### src/srh_pkg.sv
// Shared types and constants for the sequential run histogram.
// Used by every module of the block; depends on nothing else.
`timescale 1ns / 1ps

package srh_pkg;

    // Action codes carried on the input channel.
    localparam logic [1:0] ACT_WRITE = 2'd0;
    localparam logic [1:0] ACT_CLOSE = 2'd1;
    localparam logic [1:0] ACT_READ  = 2'd2;

    localparam int ACTION_W   = 2;
    localparam int START_W    = 48;
    localparam int COUNT_W    = 16;
    localparam int BIN_PORT_W = 10;
    localparam int TALLY_W    = 32;
    localparam int TOTAL_W    = 48;
    // Widest histogram address the block supports (65536 bins).
    localparam int REQ_BIN_W  = 16;

    localparam logic [TALLY_W-1:0] TALLY_MAX = {TALLY_W{1'b1}};
    localparam logic [TOTAL_W-1:0] TOTAL_MAX = {TOTAL_W{1'b1}};

    // Result queue in front of the output channel.
    localparam int OUTQ_DEPTH = 4;
    localparam int OUTQ_PTR_W = 2;
    localparam int OUTQ_CNT_W = 3;

    // One histogram access issued by the run tracker.
    typedef struct packed {
        logic                  rec;        // increment a bin
        logic                  rd;         // read a bin back
        logic [REQ_BIN_W-1:0]  bin;
        logic                  in_range;
        logic [BIN_PORT_W-1:0] bin_number;
        logic [TOTAL_W-1:0]    total;
    } t_hist_req;

    typedef struct packed {
        logic [BIN_PORT_W-1:0] bin_number;
        logic [TALLY_W-1:0]    tally;
        logic [TOTAL_W-1:0]    total;
    } t_result;

endpackage

### src/srh_outq.sv
// Small result queue that decouples the histogram stage from the output
// channel. Depends on srh_pkg.
`timescale 1ns / 1ps

module srh_outq import srh_pkg::*; (
    input  logic                  i_clk,
    input  logic                  i_rst_n,
    input  logic                  i_push,
    input  t_result               i_push_data,
    input  logic                  i_pop,
    output logic                  o_valid,
    output t_result               o_data,
    output logic [OUTQ_CNT_W-1:0] o_count
);

    t_result               r_buf [OUTQ_DEPTH];
    logic [OUTQ_PTR_W-1:0] r_wr_ptr;
    logic [OUTQ_PTR_W-1:0] r_rd_ptr;
    logic [OUTQ_CNT_W-1:0] r_count, n_count;

    always_comb begin
        n_count = r_count;
        case ({i_push, i_pop})
            2'b10:   n_count = r_count + 1'b1;
            2'b01:   n_count = r_count - 1'b1;
            default: n_count = r_count;
        endcase
    end

    always_ff @(posedge i_clk) begin
        if (!i_rst_n) begin
            r_wr_ptr <= '0;
            r_rd_ptr <= '0;
            r_count  <= '0;
        end else begin
            if (i_push) begin
                r_wr_ptr <= r_wr_ptr + 1'b1;
            end
            if (i_pop) begin
                r_rd_ptr <= r_rd_ptr + 1'b1;
            end
            r_count <= n_count;
        end
    end

    always_ff @(posedge i_clk) begin
        if (i_push) begin
            r_buf[r_wr_ptr] <= i_push_data;
        end
    end

    assign o_valid = (r_count != '0);
    assign o_data  = r_buf[r_rd_ptr];
    assign o_count = r_count;

endmodule

### config.mk
export PLATFORM = sky130hd
export DESIGN_NAME = srh_outq
export DESIGN_NICKNAME = d
export VERILOG_FILES = /design/src/srh_pkg.sv /design/src/srh_outq.sv
export SDC_FILE = /design/constraint.sdc
export NUM_CORES = 1
export LEC_CHECK = 0
export CORE_ASPECT_RATIO = 0.8
export CORE_MARGIN = 3
export CORE_UTILIZATION = 38
export CTS_CLUSTER_SIZE = 8
export DETAILED_ROUTE_END_ITERATION = 7
export DONT_BUFFER_PORTS = 1
export MAX_ROUTING_LAYER = met4
export PLACE_DENSITY = 0.55
export SLEW_MARGIN = 20
export SYNTH_ARGS = -nofsm -noshare
export SYNTH_HDL_FRONTEND = slang
export SYNTH_SLANG_ARGS = --single-unit
### constraint.sdc
create_clock -name i_clk -period 4.22 [get_ports i_clk]
set_clock_uncertainty 0.2 [all_clocks]
set_input_delay 0.211 -clock i_clk [delete_from_list [all_inputs] [get_ports i_clk]]
set_output_delay 0.211 -clock i_clk [all_outputs]
set_load 0.01 [all_outputs]
# == Yosys cells after proc, flatten, opt, wreduce, memory -nomap -nowiden ==
# Memories as Yosys holds them, arrays and structs flattened. A register that Yosys moved wholly into a read port is not among the register bits.
# Index checks and enable logic that the tools add are counted.
# Widths: inputs -> output; s select.
# op_classes
n_eq_ne,2
n_addsub,4
n_reduce_logical,2
muxes,5
# op_table
op,count
$pmux 3 s2,1
$add 2x1->2 const B,2
$mux 2,2
$add 3x1->3 const B,1
$reduce_bool 3->1,1
$sub 3x1->3 const B,1
$eq 2x1->1 const B,1
$eq 2x2->1 const B,1
$mux 1,2
$reduce_bool 2->1,1
# totals
in_bits,94
out_inout_bits,94
reg_bits,7
mem_bits_rw,360
word_cells,17
mem_count,1
# mem_list
memory,words,word_bits,rd,rd_clocked_by_memory_dff,wr,line_no,source
r_buf,4,90,1,1,1,srh_outq.sv:16,t_result r_buf [OUTQ_DEPTH];

# == Logic depth before layout (Yosys ltp) ==
# depth
depth_word,3
mapped_depth,7
ltp_nobuf,7

# == Worst setup path before layout ==
# OpenSTA, ideal clock, no wires.
# synth_path
kind,reg2reg
from,register r_wr_ptr[0]
to,memory r_buf[0][0] in the netlist's numbering (enable)
n_path_buf,0
path_slack_ns,0.934
setup_ns,0.458
path_stages_with_launch,4
t_required_ns,3.562
arrival_time_ns,2.628
period_less_slack_ns,3.286
path_cell_list,dfxtp_1 inv_1 ha_1 and2_1
# synth_lines
element,line_no,source
from (decl),srh_outq.sv:17,logic [OUTQ_PTR_W-1:0] r_wr_ptr;
from (signal assigned),srh_outq.sv:37,r_wr_ptr <= r_wr_ptr + 1'b1;
to (decl),srh_outq.sv:16,
# No word-level cell before the write port.

==> impl_metrics.csv <==
group,metric,value,unit
sta,slew_viol_final,0,
grt,antenna_found_initial,3,
critical_path,cp_data_required_time,3.81,ns
min_path,min_to,"r_buf[3][25]",
synthesis,synth-seq-cells,369,
routing,initialDrtViolationCount,474,
clock_network,cts_tree,"yes",
grt,gr-usage-all-layers,0.1454,
grt,grt_max_degree,65,
clock_network,clk_latency,0.53,ns
place,gp_congestion,0.7648,
critical_path,critical_path.max_stage_delay,0.87,ns
clock_network,cts_setup_buffers,0,
power,p_leak,5.135,nW
min_path,min_from,"i_push",
critical_path,critPathArrivalTime,2.55,ns
power,cellPowerDensity,519.5,mW/mm^2
run_status,outcome,"finished, final reports clean",
finish,drive_gt1_frac,0.2413,
critical_path,start_kind,"flip-flop",
clock_network,cts_num_sinks,369,
clock_network,htree_levels,2,
routing,ant_nets,0,
critical_path,slowest_stage,"dfxtp_4",
synthesis,netlist_area,0.01352,mm^2
place,hpwl,15110,um
synthesis,syn_area_per_cell,26.26,um^2
power,peakVddDrop,0.0003543,V
critical_path,r2r_cells,4,
finish,register_area,0.01100,mm^2
min_path,hold_class,"in2reg",
critical_path,regToRegStartpoint,"r_wr_ptr[0]",
synthesis,synth_nets,615,
synthesis,synth.distinct_cells,19,
die,num_io_pins,188,
finish,postLayoutCoreUtil,0.4675,
sta,max-slew-margin-rel,0.3381,
grt,grt_first_pass_wirelength,40210,um
finish,n_fill_cell,2882,
routing,drt_first_pass_iters,4,
critical_path,critPathBufInv,1,
die,dieHeight,174.7,um
critical_path,crit_fanout,39,
place,port_buffers,0,
sta,period_minus_slack,2.965,ns
routing,routed_wl,26130,um
sta,rsz0062_at_grt,"no",
critical_path,reg2reg_to,"r_buf[0][28]",
die,row_count,61,
die,die-area,0.03790,mm^2
routing,vias_per_cell,5.054,
synthesis,yosysSeqAreaShare,0.8127,
critical_path,worstSetupEndpointType,"output pin",
die,initial_core_util,0.3869,
run,cap_violations,0,
routing,vias,5751,
clock_network,clkTransAtPathRegs,0.05,ns
clock_network,clk_path_buf_depth,3,
die,dieWidth,216.9,um
finish,multi_input_area,0.002280,mm^2
sta,finalSetupTns,0,ns
routing,routedWlPerCell,22.96,um
finish,num-nets-final,754,
min_path,hold_depth,1,
critical_path,worst-setup-path-type,"reg2out",
critical_path,critPathTopFamily,"flip-flops",
clock_network,cts_root_buffer,"clkbuf_16",
finish,syn_to_final_growth,20.86,%
synthesis,ys_warn_count,0,
die,core_area,0.03496,mm^2
sta,timing.final.crit_share,0.7025,
routing,drc,0,
sta,fmax,337.3,MHz
power,p_total,0.008491,W
sta,tightest_slew,0.9928,ns
grt,gr-total-overflow,0,
synthesis,postSynthCellCount,515,
sta,setup_violations,0,
sta,finalHoldViolations,0,
clock_network,numCtsBuffers,52,
critical_path,path_cells,"buf_4, mux4_2",
grt,grt_pass1_vias,6509,
critical_path,r2r_setup_slack,2.01,ns
worst reg2reg max path, stage by stage (launching register included):
cell and delay [ns]:
dfxtp_1 0.34, inv_1 0.09, ha_1 0.15, and2_4 0.62, buf_12 0.43
cell usage in the layout, fill, tap and decap left out, types with 5 or more instances in the layout:
master | netlist | layout
mux4_2 | 90 | 90
buf_4 | 0 | 6
ha_1 | 5 | 5
edfxtp_1 | 360 | 360
dlygate4sd3_1 | 0 | 95
clkbuf_1 | 0 | 9
clkbuf_16 | 0 | 53
and2_1 | 10 | 6
dfxtp_1 | 9 | 7
inv_1 | 6 | 6
metrics by stage:
step / instance area, um^2 / hold WS (ns) / worst slack (ns) / std cells
2_1_floorplan: 13520 / 0.1099 / 0.9336 / 515
3_3_place_gp: 14020 / 0.1100 / 1.748 / 977
3_5_place_dp: 14020 / 0.1100 / 1.725 / 977
4_1_cts: 16340 / 0.01702 / 1.145 / 1135
5_1_grt: 16340 / 0.03122 / 1.016 / 1138
6_report: 16340 / 0.01904 / 1.255 / 1138
power by group:
part | switching (W) | total [W] | internal [W]
logic | 0.000356 | 0.000651 | 0.000295
clock network | 0.00133 | 0.00353 | 0.00221
registers | 0.0000875 | 0.00431 | 0.00422
synthesized netlist by cell type, drive strengths merged:
cell type	count	area, um^2
a21boi	1	7.510
buf	20	240.2
mux4	90	2027
nand2	2	7.510
fa	1	20.02
nor2b	1	6.260
o21ai	2	10.01
dfxtp	9	180.2
edfxtp	360	10810
xnor2	2	17.52
xor2	3	26.28
or3	2	12.51
and2	10	62.56
inv	6	22.52
ha	5	62.56
mux2i	1	10.01
sequential cells by signal, summed over array words and instances (netlist names), named ones only:
signal and count:
r_rd_ptr 2, r_wr_ptr 2, o_count 3, r_buf 360
per-layer routing:
layer	vias up	share of wire	track usage
li1	2473	-	-
met1	3037	0.42	0.1834
met2	191	0.48	0.2279
met3	50	0.078	0.04885
met4	0	0.019	0.03993
met5	-	0	-
repair_timing:
item | in CTS | in global routing
hold buffers | 95 | 0
endpoints found under the hold margin | 369 | 0
gates resized for setup | 0 | 0
how the worst max path moves through the flow:
stage | from | endpoint | slack [ns] | cells after the start
finish | flip-flop | o_data[1] | 1.26 | 2
global route | flip-flop | o_data[1] | 1.02 | 2
CTS | flip-flop | o_data[1] | 1.15 | 2
detailed placement | flip-flop | o_data[1] | 1.73 | 2
global placement | flip-flop | o_data[1] | 1.75 | 2
floorplan | r_wr_ptr[0] | r_buf[0][0] | 0.93 | 3
logic make-up (layout without fill, tap and decap cells):
| family | count (synthesis) | count (layout) | synth area share |
|---|---|---|---|
| flops | 369 | 369 | 0.8127 |
| mux | 91 | 91 | 0.1506 |
| buf+inv | 26 | 174 | 0.01943 |
| simple gates | 15 | 15 | 0.006570 |
| fa+ha+maj | 6 | 6 | 0.006107 |
| xor+xnor | 5 | 5 | 0.003239 |
| compound gates | 3 | 3 | 0.001296 |
| other cells | 0 | 3 | 0 |
cell type report:
cell class,instances,share of cell area
flip-flops and latches,369,0.6729
inverters,6,0.001378
clock inverters,1,0.0005359
repair buffers,105,0.06584
diodes,3,0.0004593
multi-input cells,120,0.1395
well taps,472,0.03614
clock buffers,62,0.08322
(Power assumes the default switching activity.)
