$ cat src/srh_pkg.sv
// Shared types and constants for the sequential run histogram.
// Used by every module of the block; depends on nothing else.
`timescale 1ns / 1ps

package srh_pkg;

    // Action codes carried on the input channel.
    localparam logic [1:0] ACT_WRITE = 2'd0;
    localparam logic [1:0] ACT_CLOSE = 2'd1;
    localparam logic [1:0] ACT_READ  = 2'd2;

    localparam int ACTION_W   = 2;
    localparam int START_W    = 48;
    localparam int COUNT_W    = 16;
    localparam int BIN_PORT_W = 10;
    localparam int TALLY_W    = 32;
    localparam int TOTAL_W    = 48;
    // Widest histogram address the block supports (65536 bins).
    localparam int REQ_BIN_W  = 16;

    localparam logic [TALLY_W-1:0] TALLY_MAX = {TALLY_W{1'b1}};
    localparam logic [TOTAL_W-1:0] TOTAL_MAX = {TOTAL_W{1'b1}};

    // Result queue in front of the output channel.
    localparam int OUTQ_DEPTH = 4;
    localparam int OUTQ_PTR_W = 2;
    localparam int OUTQ_CNT_W = 3;

    // One histogram access issued by the run tracker.
    typedef struct packed {
        logic                  rec;        // increment a bin
        logic                  rd;         // read a bin back
        logic [REQ_BIN_W-1:0]  bin;
        logic                  in_range;
        logic [BIN_PORT_W-1:0] bin_number;
        logic [TOTAL_W-1:0]    total;
    } t_hist_req;

    typedef struct packed {
        logic [BIN_PORT_W-1:0] bin_number;
        logic [TALLY_W-1:0]    tally;
        logic [TOTAL_W-1:0]    total;
    } t_result;

endpackage

$ cat src/srh_tracker.sv
// Run tracker: follows sequential write runs and the block total, and issues
// histogram accesses. Depends on srh_pkg.
`timescale 1ns / 1ps

module srh_tracker import srh_pkg::*; #(
    parameter int HIST_BINS = 1024,
    parameter int ADDR_BITS = 48
) (
    input  logic                  i_clk,
    input  logic                  i_rst_n,
    input  logic                  i_fire,
    input  logic [ACTION_W-1:0]   i_action,
    input  logic [START_W-1:0]    i_start_block,
    input  logic [COUNT_W-1:0]    i_block_count,
    input  logic [BIN_PORT_W-1:0] i_bin_select,
    output t_hist_req             o_req
);

    logic                 r_seen_any, n_seen_any;
    logic [ADDR_BITS-1:0] r_next_start, n_next_start;
    logic [TALLY_W-1:0]   r_open_run, n_open_run;
    logic [TOTAL_W-1:0]   r_block_total, n_block_total;

    logic [63:0]          w_start64;
    logic [63:0]          w_count64;
    logic [ADDR_BITS-1:0] w_start;
    logic [ADDR_BITS-1:0] w_count;
    logic                 w_contig;
    logic [TALLY_W:0]     w_open_sum;
    logic [TOTAL_W:0]     w_total_sum;
    logic [REQ_BIN_W-1:0] w_run_bin;
    logic [31:0]          w_sel32;

    assign w_start64 = {16'd0, i_start_block};
    assign w_count64 = {48'd0, i_block_count};
    assign w_start   = w_start64[ADDR_BITS-1:0];
    assign w_count   = w_count64[ADDR_BITS-1:0];
    assign w_contig  = r_seen_any && (w_start == r_next_start);

    assign w_open_sum  = {1'b0, r_open_run} + {17'd0, i_block_count};
    assign w_total_sum = {1'b0, r_block_total} + {33'd0, i_block_count};

    // Runs at or beyond the top bin all land in it.
    assign w_run_bin = (r_open_run >= 32'(HIST_BINS - 1)) ? REQ_BIN_W'(HIST_BINS - 1)
                                                          : r_open_run[REQ_BIN_W-1:0];
    assign w_sel32   = {22'd0, i_bin_select};

    always_comb begin
        n_seen_any    = r_seen_any;
        n_next_start  = r_next_start;
        n_open_run    = r_open_run;
        n_block_total = r_block_total;
        o_req            = '0;
        o_req.total      = r_block_total;
        o_req.bin_number = i_bin_select;
        o_req.bin        = w_run_bin;
        if (i_fire) begin
            case (i_action)
                ACT_WRITE: begin
                    n_seen_any   = 1'b1;
                    n_next_start = w_start + w_count;
                    if (w_contig) begin
                        n_open_run = w_open_sum[TALLY_W] ? TALLY_MAX : w_open_sum[TALLY_W-1:0];
                    end else begin
                        // A break records the finished run, even an empty one.
                        o_req.rec  = r_seen_any;
                        n_open_run = {16'd0, i_block_count};
                    end
                    n_block_total = w_total_sum[TOTAL_W] ? TOTAL_MAX
                                                         : w_total_sum[TOTAL_W-1:0];
                end
                ACT_CLOSE: begin
                    o_req.rec  = (r_open_run != '0);
                    n_open_run = '0;
                    n_seen_any = 1'b0;
                end
                ACT_READ: begin
                    o_req.rd       = 1'b1;
                    o_req.bin      = w_sel32[REQ_BIN_W-1:0];
                    o_req.in_range = (w_sel32 < 32'(HIST_BINS));
                end
                default: begin
                end
            endcase
        end
    end

    always_ff @(posedge i_clk) begin
        if (!i_rst_n) begin
            r_seen_any    <= 1'b0;
            r_next_start  <= '0;
            r_open_run    <= '0;
            r_block_total <= '0;
        end else begin
            r_seen_any    <= n_seen_any;
            r_next_start  <= n_next_start;
            r_open_run    <= n_open_run;
            r_block_total <= n_block_total;
        end
    end

endmodule

$ cat config.mk
export PLATFORM = sky130hd
export DESIGN_NAME = srh_tracker
export DESIGN_NICKNAME = d
export VERILOG_FILES = /design/src/srh_pkg.sv /design/src/srh_tracker.sv
export SDC_FILE = /design/constraint.sdc
export NUM_CORES = 1
export LEC_CHECK = 0
export BUFFER_PORTS_ARGS = -buffer_cell sky130_fd_sc_hd__buf_2
export CELL_PAD_IN_SITES_DETAIL_PLACEMENT = 1
export CELL_PAD_IN_SITES_GLOBAL_PLACEMENT = 2
export CORE_MARGIN = 5
export CORE_UTILIZATION = 30
export DETAILED_ROUTE_END_ITERATION = 10
export GPL_TIMING_DRIVEN = 0
export PLACE_DENSITY = 0.83
export SYNTH_ARGS = -nofsm -noshare
export SYNTH_HDL_FRONTEND = slang
export SYNTH_SLANG_ARGS = --single-unit
$ cat constraint.sdc
create_clock -name i_clk -period 2.6 [get_ports i_clk]
set_input_delay 0.26 -clock i_clk [delete_from_list [all_inputs] [get_ports i_clk]]
set_output_delay 0.26 -clock i_clk [all_outputs]
set_load 0.03 [all_outputs]
Word-level counts from Yosys, hierarchy flattened
Index checks and enable logic that the tools add are counted.
{"block": "totals", "ff_bits": 129, "mem_bits_ro": 0, "mem_bits_rw": 0, "word_cells": 28, "input_bits": 79, "memories": 0, "latch_bits": 0}
{"block": "classes", "n_lt_le_gt_ge": 2, "mul": 0, "reduce_logical": 6, "div_mod_pow": 0, "n_bitwise": 0, "n_mux": 10, "shifts": 0, "n_eq_ne": 3, "add_sub_neg": 3}
{"operator": "32-bit two-way mux", "n": 2}
{"operator": "32-bit case mux with 2 select lines", "n": 1}
{"operator": "48-bit by 16-bit adder with 49-bit output", "n": 1}
{"operator": "48-bit by 16-bit adder with 48-bit output", "n": 1}
{"operator": "48-bit == test", "n": 1}
{"operator": "48-bit two-way mux", "n": 1}
{"operator": "32-bit by 16-bit adder with 33-bit output", "n": 1}
{"operator": "32-bit by 10-bit >= comparator with 1-bit output, second input constant", "n": 1}
{"operator": "32-bit nonzero test", "n": 1}
{"operator": "19-bit two-way mux", "n": 1}
{"operator": "18-bit two-way mux", "n": 1}
{"operator": "16-bit two-way mux", "n": 1}
{"operator": "10-bit by 11-bit < comparator with 1-bit output, second input constant", "n": 1}
{"operator": "1-bit case mux with 2 select lines", "n": 2}
{"operator": "2-bit AND reduction", "n": 2}
{"operator": "2-bit by 1-bit == test with 1-bit output, second input constant", "n": 1}
{"operator": "2-bit == test, second input constant", "n": 1}
{"operator": "2-bit zero test", "n": 1}
{"operator": "2-bit nonzero test", "n": 1}
{"operator": "1-bit logical AND", "n": 1}
{"operator": "1-bit two-way mux", "n": 1}

Longest topological paths before layout
Gate-level depths: netlist of run 1.
{"block": "depth", "depth_word": 5, "depth_mapped": 11, "mapped_depth_nobuf": 10}

Least setup slack after synthesis of run 1
No wires, ideal clock.
{"block": "synth_path", "path_type": "flip-flop to flip-flop", "start": "reg r_open_run[0]", "end": "reg r_open_run[26]", "stages_incl_launch_ff": 11, "period_less_slack_ps": 2736, "arrival_time_ps": 2619, "n_path_buf": 1, "setup_slack_ps": -136, "setup_time_ps": 117, "path_cell_list": "dfxtp_1 > ha_1 > fa_1 > a211oi_1 > o21ai_1 > and3_1 > o31a_1 > nand2b_1 > buf_2 > o41ai_1 > a22o_1"}
{"block": "synth_between", "elab_chain_len": 4}
{"element": "start, declared", "line_no": "srh_tracker.sv:21", "source": "logic [TALLY_W-1:0] r_open_run, n_open_run;"}
{"element": "start signal, assigned", "line_no": "srh_tracker.sv:97", "source": "r_open_run <= n_open_run;"}
{"element": "32-bit by 16-bit adder with 33-bit output", "line_no": "srh_tracker.sv:40", "source": "assign w_open_sum = {1'b0, r_open_run} + {17'd0, i_block_count};"}
{"element": "32-bit two-way mux", "line_no": "srh_tracker.sv:63", "source": "n_open_run = w_open_sum[TALLY_W] ? TALLY_MAX : w_open_sum[TALLY_W-1:0];"}
{"element": "32-bit two-way mux", "line_no": "srh_tracker.sv:62", "source": "if (w_contig) begin"}
{"element": "32-bit case mux with 2 select lines", "line_no": "srh_tracker.sv:58", "source": "case (i_action)"}
No other way between the ends.
A chain may end at the register's enable or synchronous reset.

Worst setup path after layout of run 1
{"block": "layout_path", "start": "reg r_open_run[11]", "end": "reg r_open_run[27]"}
Same word-level chain as after synthesis.

==> impl_metrics.ini, run 1 <==
[routing]
wirelength_um = 39900
ant_nets = 0
vias = 10602
wl_per_cell_um = 21.9
drtIter0Drc = 583
drc_errors = 0
vias_per_cell = 5.80
dr.pass1.iters = 5

[logic_synthesis]
synth-seq-cells = 129
synth_fa_ha_area_frac = 0.0698
netlist_instances = 1216
synth_top_family_by_area = compound AO/OA/AOI/OAI gates
synth_warnings = 0
netlist.area_leader.share = 0.273
synth_xor_area_frac = 0.0889
yosysSeqAreaShare = 0.273
postSynth.asyncResetShare = 0
synth_top_cell_by_area = dfxtp_1
synth_edf_count = 0
synth-simple-area-share = 0.230
muxShareOfSynthArea = 0.00463
synth_compound_area_frac = 0.284
synthTopCellsByArea = dfxtp_1, xnor2_1, ha_1, a21oi_1, o21ai_0
syn_avg_cell_area_um2 = 7.78
ys.flop_type = dfxtp_1
synth_cell_types = 76
syn_area_um2 = 9460

[floorplan]
rows = 65
dieWidth_um = 188
dieArea_um2 = 35200
ios = 156
die_y_um = 188
coreArea_um2 = 31300
initial_core_util = 0.302

[grt]
grt_pass1_vias = 10865
gr-total-overflow = 0
grt_pass1_wl_um = 61700
gr-usage-all-layers = 0.219
antenna_found_initial = 1
grt_max_degree = 17

[placed_design]
dpl_cell_area_um2 = 10800
place_ws_ns = -0.787
io_buffers = 148
dp_hpwl_um = 30000
gp_congestion = 0.904

[clock_tree]
cts-root-buf = clkbuf_16
cts_tree = done
clock_sinks = 129
h-tree-depth = 4
clock_latency_ns = 0.44
cts_hold_buf = 0
cts_made_buffers = 17
clkTransAtPathRegs_ns = 0.07
clk_path_buf_depth = 2

[worst_setup_path]
crit_type = flip-flop to flip-flop
end_kind = flip-flop
worstPathMaxFanout = 10
crit_start = r_open_run[11]
arrival_ns = 2.90
cp-start-kind = flip-flop
r2r_start = r_open_run[11]
cp_data_required_time_ns = 2.97

[flow_run]
drv_cap = 0

[timing]
whs_ns = 0.134
max_slew_margin = 0.486
worst_slew_pin_slew_ns = 0.771
setup_viol = 0
hold_viol_final = 0
skew_ns = 0.0180
max_freq_mhz = 394
fin_crit_sh = 0.976
final_max_slew_viol_count = 0
rsz0062_at_grt = true
final.setup.worst_slack_ns = 0.0635
min_period_ns = 2.54

[final_layout]
final_util = 0.384
final_cell_mix = buf_2, dfxtp_1, a21oi_1
synthToLayoutAreaGrowth_pct = 27.1
layout_commonest_cell = buf_2
drive_gt1_frac = 0.237
antenna_cells = 0
nets = 1543
finalInstanceArea_um2 = 12000

[power]
vdd_drop_max_mv = 0.445
power.density_nw_per_um2 = 486
power_mw = 5.84
leakagePower_nw = 4.79

[status]
status = complete, no violations

[worst_hold_path]
hold_class = primary input to flip-flop
hold_path.startpoint = i_start_block[36]
routing by layer:
layer  vias to the layer above  part of all wire  GRT usage
met3                        66             0.042     0.0339
met5                         -                 0          0
met4                         0             0.025     0.0615
met2                       274              0.48      0.378
met1                      5273              0.45      0.284
li1                       4989                 -          -
worst max-delay path: stages (launching register included):
cell and delay [ns]:
dfxtp_1 0.35, ha_2 0.43, nand2_1 0.11, o221ai_1 0.30
a22o_2 0.26, nor3_1 0.07, or4b_1 0.66, a21boi_0 0.19
nand3_1 0.09
stage by stage:
| step | instances | TNS (ns) |
|---|---|---|
| floorplan | 1221 | 0 |
| global route | 1828 | -0.0436 |
| detailed placement | 1772 | -61.03 |
| global placement | 1771 | -60.75 |
| finish | 1828 | 0 |
| CTS | 1820 | -0.0143 |
logic make-up (layout without fill, tap and decap cells):
family	after synthesis	count (layout)
other cells	1	6
compound gates	425	425
fa+ha+maj	51	51
flops	129	129
xor+xnor	96	96
simple gates	409	409
mux	4	4
buf+inv	101	306
sequential cells by signal (all words and copies together) (netlist names):
signal / count
r_block_total: 48
r_open_run: 32
r_next_start: 48
r_seen_any: 1
where the power goes:
part           total (mW)  internal [mW]  leakage [nW]  switching (mW)
Combinational        1.30          0.484          3.46           0.814
Clock                2.45           1.37         0.281            1.08
Sequential           2.09           2.03          1.05          0.0578
cell usage after synthesis, drive strengths merged (5+ instances only):
cell type,number
dfxtp,129
a21oi,117
o21ai,114
nand2,105
xnor2,81
nand3,55
nor2,54
ha,48
clkbuf,42
nand4,42
inv,31
a31oi,30
and3,30
buf,28
a21o,26
o211ai,26
nor3,23
nor4,19
a211oi,17
xor2,15
or4,14
o31ai,13
or3,12
and2,10
o21a,9
and4,8
nand2b,8
a22o,7
nor3b,7
o221a,7
a311oi,6
a2111oi,5
a211o,5
nor2b,5
or2,5
layout make-up:
type / instances / area (um2)
buffer: 67 / 382
clock buffer: 18 / 439
clock inverter: 14 / 140
fill: 3811 / 19300
inverter: 31 / 116
multi-input combinational: 991 / 6860
sequential: 129 / 2600
tap: 402 / 503
timing repair buffer: 176 / 982
final timing paths:
path | to | slack (ns) | cells past startpoint
setup reg to reg | r_open_run[27] | 0.06 | 8
hold / removal | r_next_start[36] | 0.13 | 3
hold reg to reg | r_next_start[0] | 0.47 | 2
setup / recovery | r_open_run[27] | 0.06 | 8
timing repair:
item	4_1_cts	5_1_grt
resized for setup	70	59
endpoints found under the hold margin	0	0
endpoints found under the setup margin	124	102
cloned	1	1
setup buffers	17	8
pin swaps	16	10
Note: power is estimated with default switching activity, not from simulation.
==> run 2: changes to the inputs <==
==> constraint.sdc (replaced) <==
create_clock -name i_clk -period 2.6 [get_ports i_clk]
set_input_delay 0.65 -clock i_clk [delete_from_list [all_inputs] [get_ports i_clk]]
set_output_delay 0.65 -clock i_clk [all_outputs]
set_load 0.03 [all_outputs]
==> impl_metrics.ini, run 2 (same netlist as run 1, synthesis figures left out) <==
[floorplan]
ios = 156
initial_core_util = 0.302
die_y_um = 188
dieArea_um2 = 35200
coreArea_um2 = 31300
dieWidth_um = 188
rows = 65

[final_layout]
nets = 1554
layout_commonest_cell = buf_2
drive_gt1_frac = 0.278
synthToLayoutAreaGrowth_pct = 33.1
final_cell_mix = buf_2, dfxtp_1, a21oi_1
final_util = 0.402
reg_top3 = r_block_total: 48 flops, r_next_start: 48 flops, r_open_run: 32 flops
fin_cells = 1840

[grt]
grt_max_degree = 17
gr-total-overflow = 0
grt_pass1_vias = 10823
gr-usage-all-layers = 0.217
antenna_found_initial = 3
grt_pass1_wl_um = 61300

[worst_setup_path]
crit_type = flip-flop to output pin
crit_start = r_next_start[15]
r2r_end = r_open_run[27]
rr_worst_depth = 7
r2r_start = r_open_run[19]
cp_data_required_time_ns = 1.95
crit_end = o_req[76]
cp-start-kind = flip-flop
worstPathMaxFanout = 2
arrival_ns = 2.16
end_kind = output pin
ff2ff_setup_slack_ns = -0.04

[timing]
setup_tns_ns = -4.16
setup_viol = 51
rsz0062_at_grt = true
fin_crit_sh = 1.08
hold_viol_final = 0
skew_ns = 0.0152
final_max_slew_viol_count = 0
max_slew_margin = 0.432
final.setup.worst_slack_ns = -0.213
whs_ns = 0.468
worst_slew_pin_slew_ns = 0.852
min_period_ns = 2.81
max_freq_mhz = 355

[routing]
wirelength_um = 40500
vias = 10602
ant_nets = 0
drtIter0Drc = 649
dr.pass1.iters = 5
vias_per_cell = 5.76
wl_per_cell_um = 22.0
drc_errors = 0

[power]
leakagePower_nw = 4.98
power.density_nw_per_um2 = 475
netSwitchingFraction = 0.323
vdd_drop_max_mv = 0.317
power_mw = 5.98
seq_power_share = 0.351
switchingPower_mw = 1.93
power_frac_comb = 0.235
power.share.clock = 0.415
p_int_mw = 4.05

[clock_tree]
cts_made_buffers = 17
clock_sinks = 129
h-tree-depth = 4
cts-root-buf = clkbuf_16
cts_tree = done
clk_path_buf_depth = 2
clock_latency_ns = 0.44
clkTransAtPathRegs_ns = 0.06
cts_hold_buf = 0

[placed_design]
io_buffers = 148
gp_congestion = 0.879
dp_hpwl_um = 29800
place_inst = 1771

[worst_hold_path]
hold_path.startpoint = r_next_start[3]
hold_class = flip-flop to flip-flop

[status]
violations = setup timing
status = finished with violations

[flow_run]
drv_cap = 0
-- run 2: cell count changes in the layout (fill, tap and decap cells not counted), sizes merged, moves of 2 or more --
| cell | before | now |
|---|---|---|
| clkinvlp | 2 | 4 |
| inv | 40 | 31 |
| clkbuf | 57 | 61 |
| clkinv | 2 | 6 |
| buf | 204 | 212 |
-- run 2: worst min-delay path by stage --
stage,to,slack [ns],depth (start not counted)
after floorplan,r_open_run[10],0.44,2
final,r_next_start[3],0.47,2
after global routing,r_next_start[2],0.49,2
after detailed placement,r_next_start[3],0.46,2
after CTS,r_next_start[3],0.47,2
after global placement,r_next_start[4],0.45,2
-- run 2: through the flow --
step,worst slack [ns],cell area (um2)
after floorplan,-0.147,9660
after global placement,-1.05,10900
after detailed placement,-1.09,10900
after CTS,-0.211,12000
after global routing,-0.298,12600
final,-0.213,12600
-- run 2: cell type report --
cell class                      instances  area [um2]
Buffer                                 67         395
Timing Repair Buffer                  186        1150
Multi-Input combinational cell        992        7240
Fill cell                            3816       18700
Antenna cell                            1        2.50
Tap cell                              402         503
Clock buffer                           20         457
Inverter                               31         116
Sequential cell                       129        2600
Clock inverter                         12         135
-- run 2: critical path, cell delays in order (launching register included) --
cell,delay [ns]
dfxtp_1,0.32
xnor2_1,0.27
nand4_1,0.21
nor4_2,0.31
nand3_1,0.14
a21oi_2,0.21
a211oi_2,0.07
buf_4,0.20
-- run 2: timing repair --
item / in CTS / in global routing
gates cloned: 1 / 3
pin swaps: 28 / 40
hold endpoints to repair: 0 / 0
resized for setup: 90 / 98
setup buffers: 18 / 18
setup endpoints to repair: 122 / 115
-- run 2: routing by layer --
metal | track usage | vias up | share of wire
met5 | 0 | - | 0.00052
li1 | - | 4999 | -
met3 | 0.0380 | 52 | 0.045
met4 | 0.0528 | 4 | 0.019
met2 | 0.378 | 273 | 0.49
met1 | 0.280 | 5274 | 0.44
-- run 2: power groups by stage --
stage | Combinational, mW | Clock, mW | Sequential (mW)
after floorplan | 0.771 | 0 | 2.14
after global placement | 1.20 | 0 | 2.13
after detailed placement | 1.22 | 0 | 2.13
after CTS | 1.33 | 2.51 | 2.09
after global routing | 1.52 | 2.59 | 2.10
final | 1.40 | 2.48 | 2.10
==> run 3: changes to the inputs <==
--- a/config.mk
+++ b/config.mk
@@ -8,6 +8,7 @@
 export BUFFER_PORTS_ARGS = -buffer_cell sky130_fd_sc_hd__buf_2
 export CELL_PAD_IN_SITES_DETAIL_PLACEMENT = 1
 export CELL_PAD_IN_SITES_GLOBAL_PLACEMENT = 2
+export CORE_ASPECT_RATIO = 0.5
 export CORE_MARGIN = 5
 export CORE_UTILIZATION = 30
 export DETAILED_ROUTE_END_ITERATION = 10
==> impl_metrics.ini, run 3 (same netlist as run 1, synthesis figures left out) <==
[routing]
wirelength_um = 42300
ant_nets = 0
vias = 10711
vias_per_cell = 5.74
drtIter0Drc = 791
wl_per_cell_um = 22.7
drc_errors = 0
dr.pass1.iters = 6

[timing]
setup_tns_ns = -2.72
max_slew_margin = 0.451
min_period_ns = 2.88
worst_slew_pin_slew_ns = 0.824
final_max_slew_viol_count = 0
setup_viol = 28
skew_ns = 0.00958
final.setup.worst_slack_ns = -0.276
hold_viol_final = 0
rsz0062_at_grt = true
fin_crit_sh = 1.11
max_freq_mhz = 348

[grt]
grt_pass1_vias = 11042
gr-usage-all-layers = 0.227
antenna_found_initial = 1
gr-total-overflow = 0
grt_pass1_wl_um = 63100
grt_max_degree = 17

[floorplan]
coreArea_um2 = 31400
die_y_um = 136
ios = 156
dieWidth_um = 261
dieArea_um2 = 35400
rows = 46
initial_core_util = 0.302

[placed_design]
place_ws_ns = -1.02
gp_congestion = 0.890
dpl_cell_area_um2 = 10900
dp_hpwl_um = 30600
io_buffers = 148

[worst_setup_path]
end_kind = output pin
cp_data_required_time_ns = 1.95
arrival_ns = 2.23
cp-start-kind = primary input
crit_type = primary input to output pin
rr_worst_depth = 6
worstPathMaxFanout = 6

[status]
status = finished with violations
violations = setup timing

[final_layout]
nets = 1553
reg_top3 = r_block_total: 48 flops, r_next_start: 48 flops, r_open_run: 32 flops
synthToLayoutAreaGrowth_pct = 36.0
antenna_cells = 0
drive_gt1_frac = 0.293
final_util = 0.410
finalInstanceArea_um2 = 12900
final_cell_mix = buf_2, dfxtp_1, nand2_1
layout_commonest_cell = buf_2

[clock_tree]
cts_made_buffers = 17
cts_hold_buf = 0
clk_path_buf_depth = 2
clock_latency_ns = 0.45
cts_tree = done
h-tree-depth = 4
clock_sinks = 129
clkTransAtPathRegs_ns = 0.06
cts-root-buf = clkbuf_16

[flow_run]
drv_cap = 0

[power]
leakagePower_nw = 5.02
power_mw = 5.97
vdd_drop_max_mv = 0.490
power.density_nw_per_um2 = 464

[worst_hold_path]
holdPathStages = 2
hold_class = flip-flop to flip-flop
[run 3: report_power, final]
part	internal [mW]	total [mW]	switching, mW	leakage, nW
sequential	2.04	2.10	0.0605	1.05
combinational	0.591	1.49	0.899	3.70
clock	1.38	2.38	1.01	0.270
[run 3: final timing paths]
check	to	startpoint	slack, ns
worst max-delay path	o_req[76]	i_start_block[22]	-0.28
worst max register to register	r_block_total[1]	r_block_total[24]	0.02
worst min register to register	r_next_start[10]	r_next_start[10]	0.47
worst min-delay path	r_next_start[10]	r_next_start[10]	0.47
[run 3: metrics by stage]
stage,hold WS [ns],std cells
floorplan,0.443,1221
global placement,0.451,1801
detailed placement,0.461,1801
CTS,0.474,1847
global route,0.498,1867
finish,0.472,1867
[run 3: critical path: stages]
cell and delay [ns]:
buf_4 0.15, xnor2_4 0.21, nand4_1 0.22, nor4_4 0.38, nand3_2 0.14, a21oi_2 0.20
a211oi_1 0.07, buf_4 0.20
[run 3: layer usage]
layer	share of wire	GRT usage	vias to the layer above	wire length [um]
li1	-	-	5011	-
met1	0.44	0.288	5379	18700
met2	0.49	0.399	247	20800
met3	0.042	0.0371	74	1770
met4	0.024	0.0679	0	996
met5	0	0	-	0
[run 3: what timing repair did]
action | CTS | global route
endpoints found under the setup margin | 123 | 125
gates resized for setup | 94 | 138
gates cloned | 0 | 4
pin swaps | 29 | 52
buffers inserted | 18 | 16
[run 3: layout make-up]
type | instances | area, um2
buffer | 67 | 407
clock buffer | 21 | 470
clock inverter | 10 | 86.3
fill | 3720 | 18500
inverter | 31 | 116
multi-input combinational | 992 | 7430
sequential | 129 | 2600
tap | 432 | 541
timing repair buffer | 185 | 1220
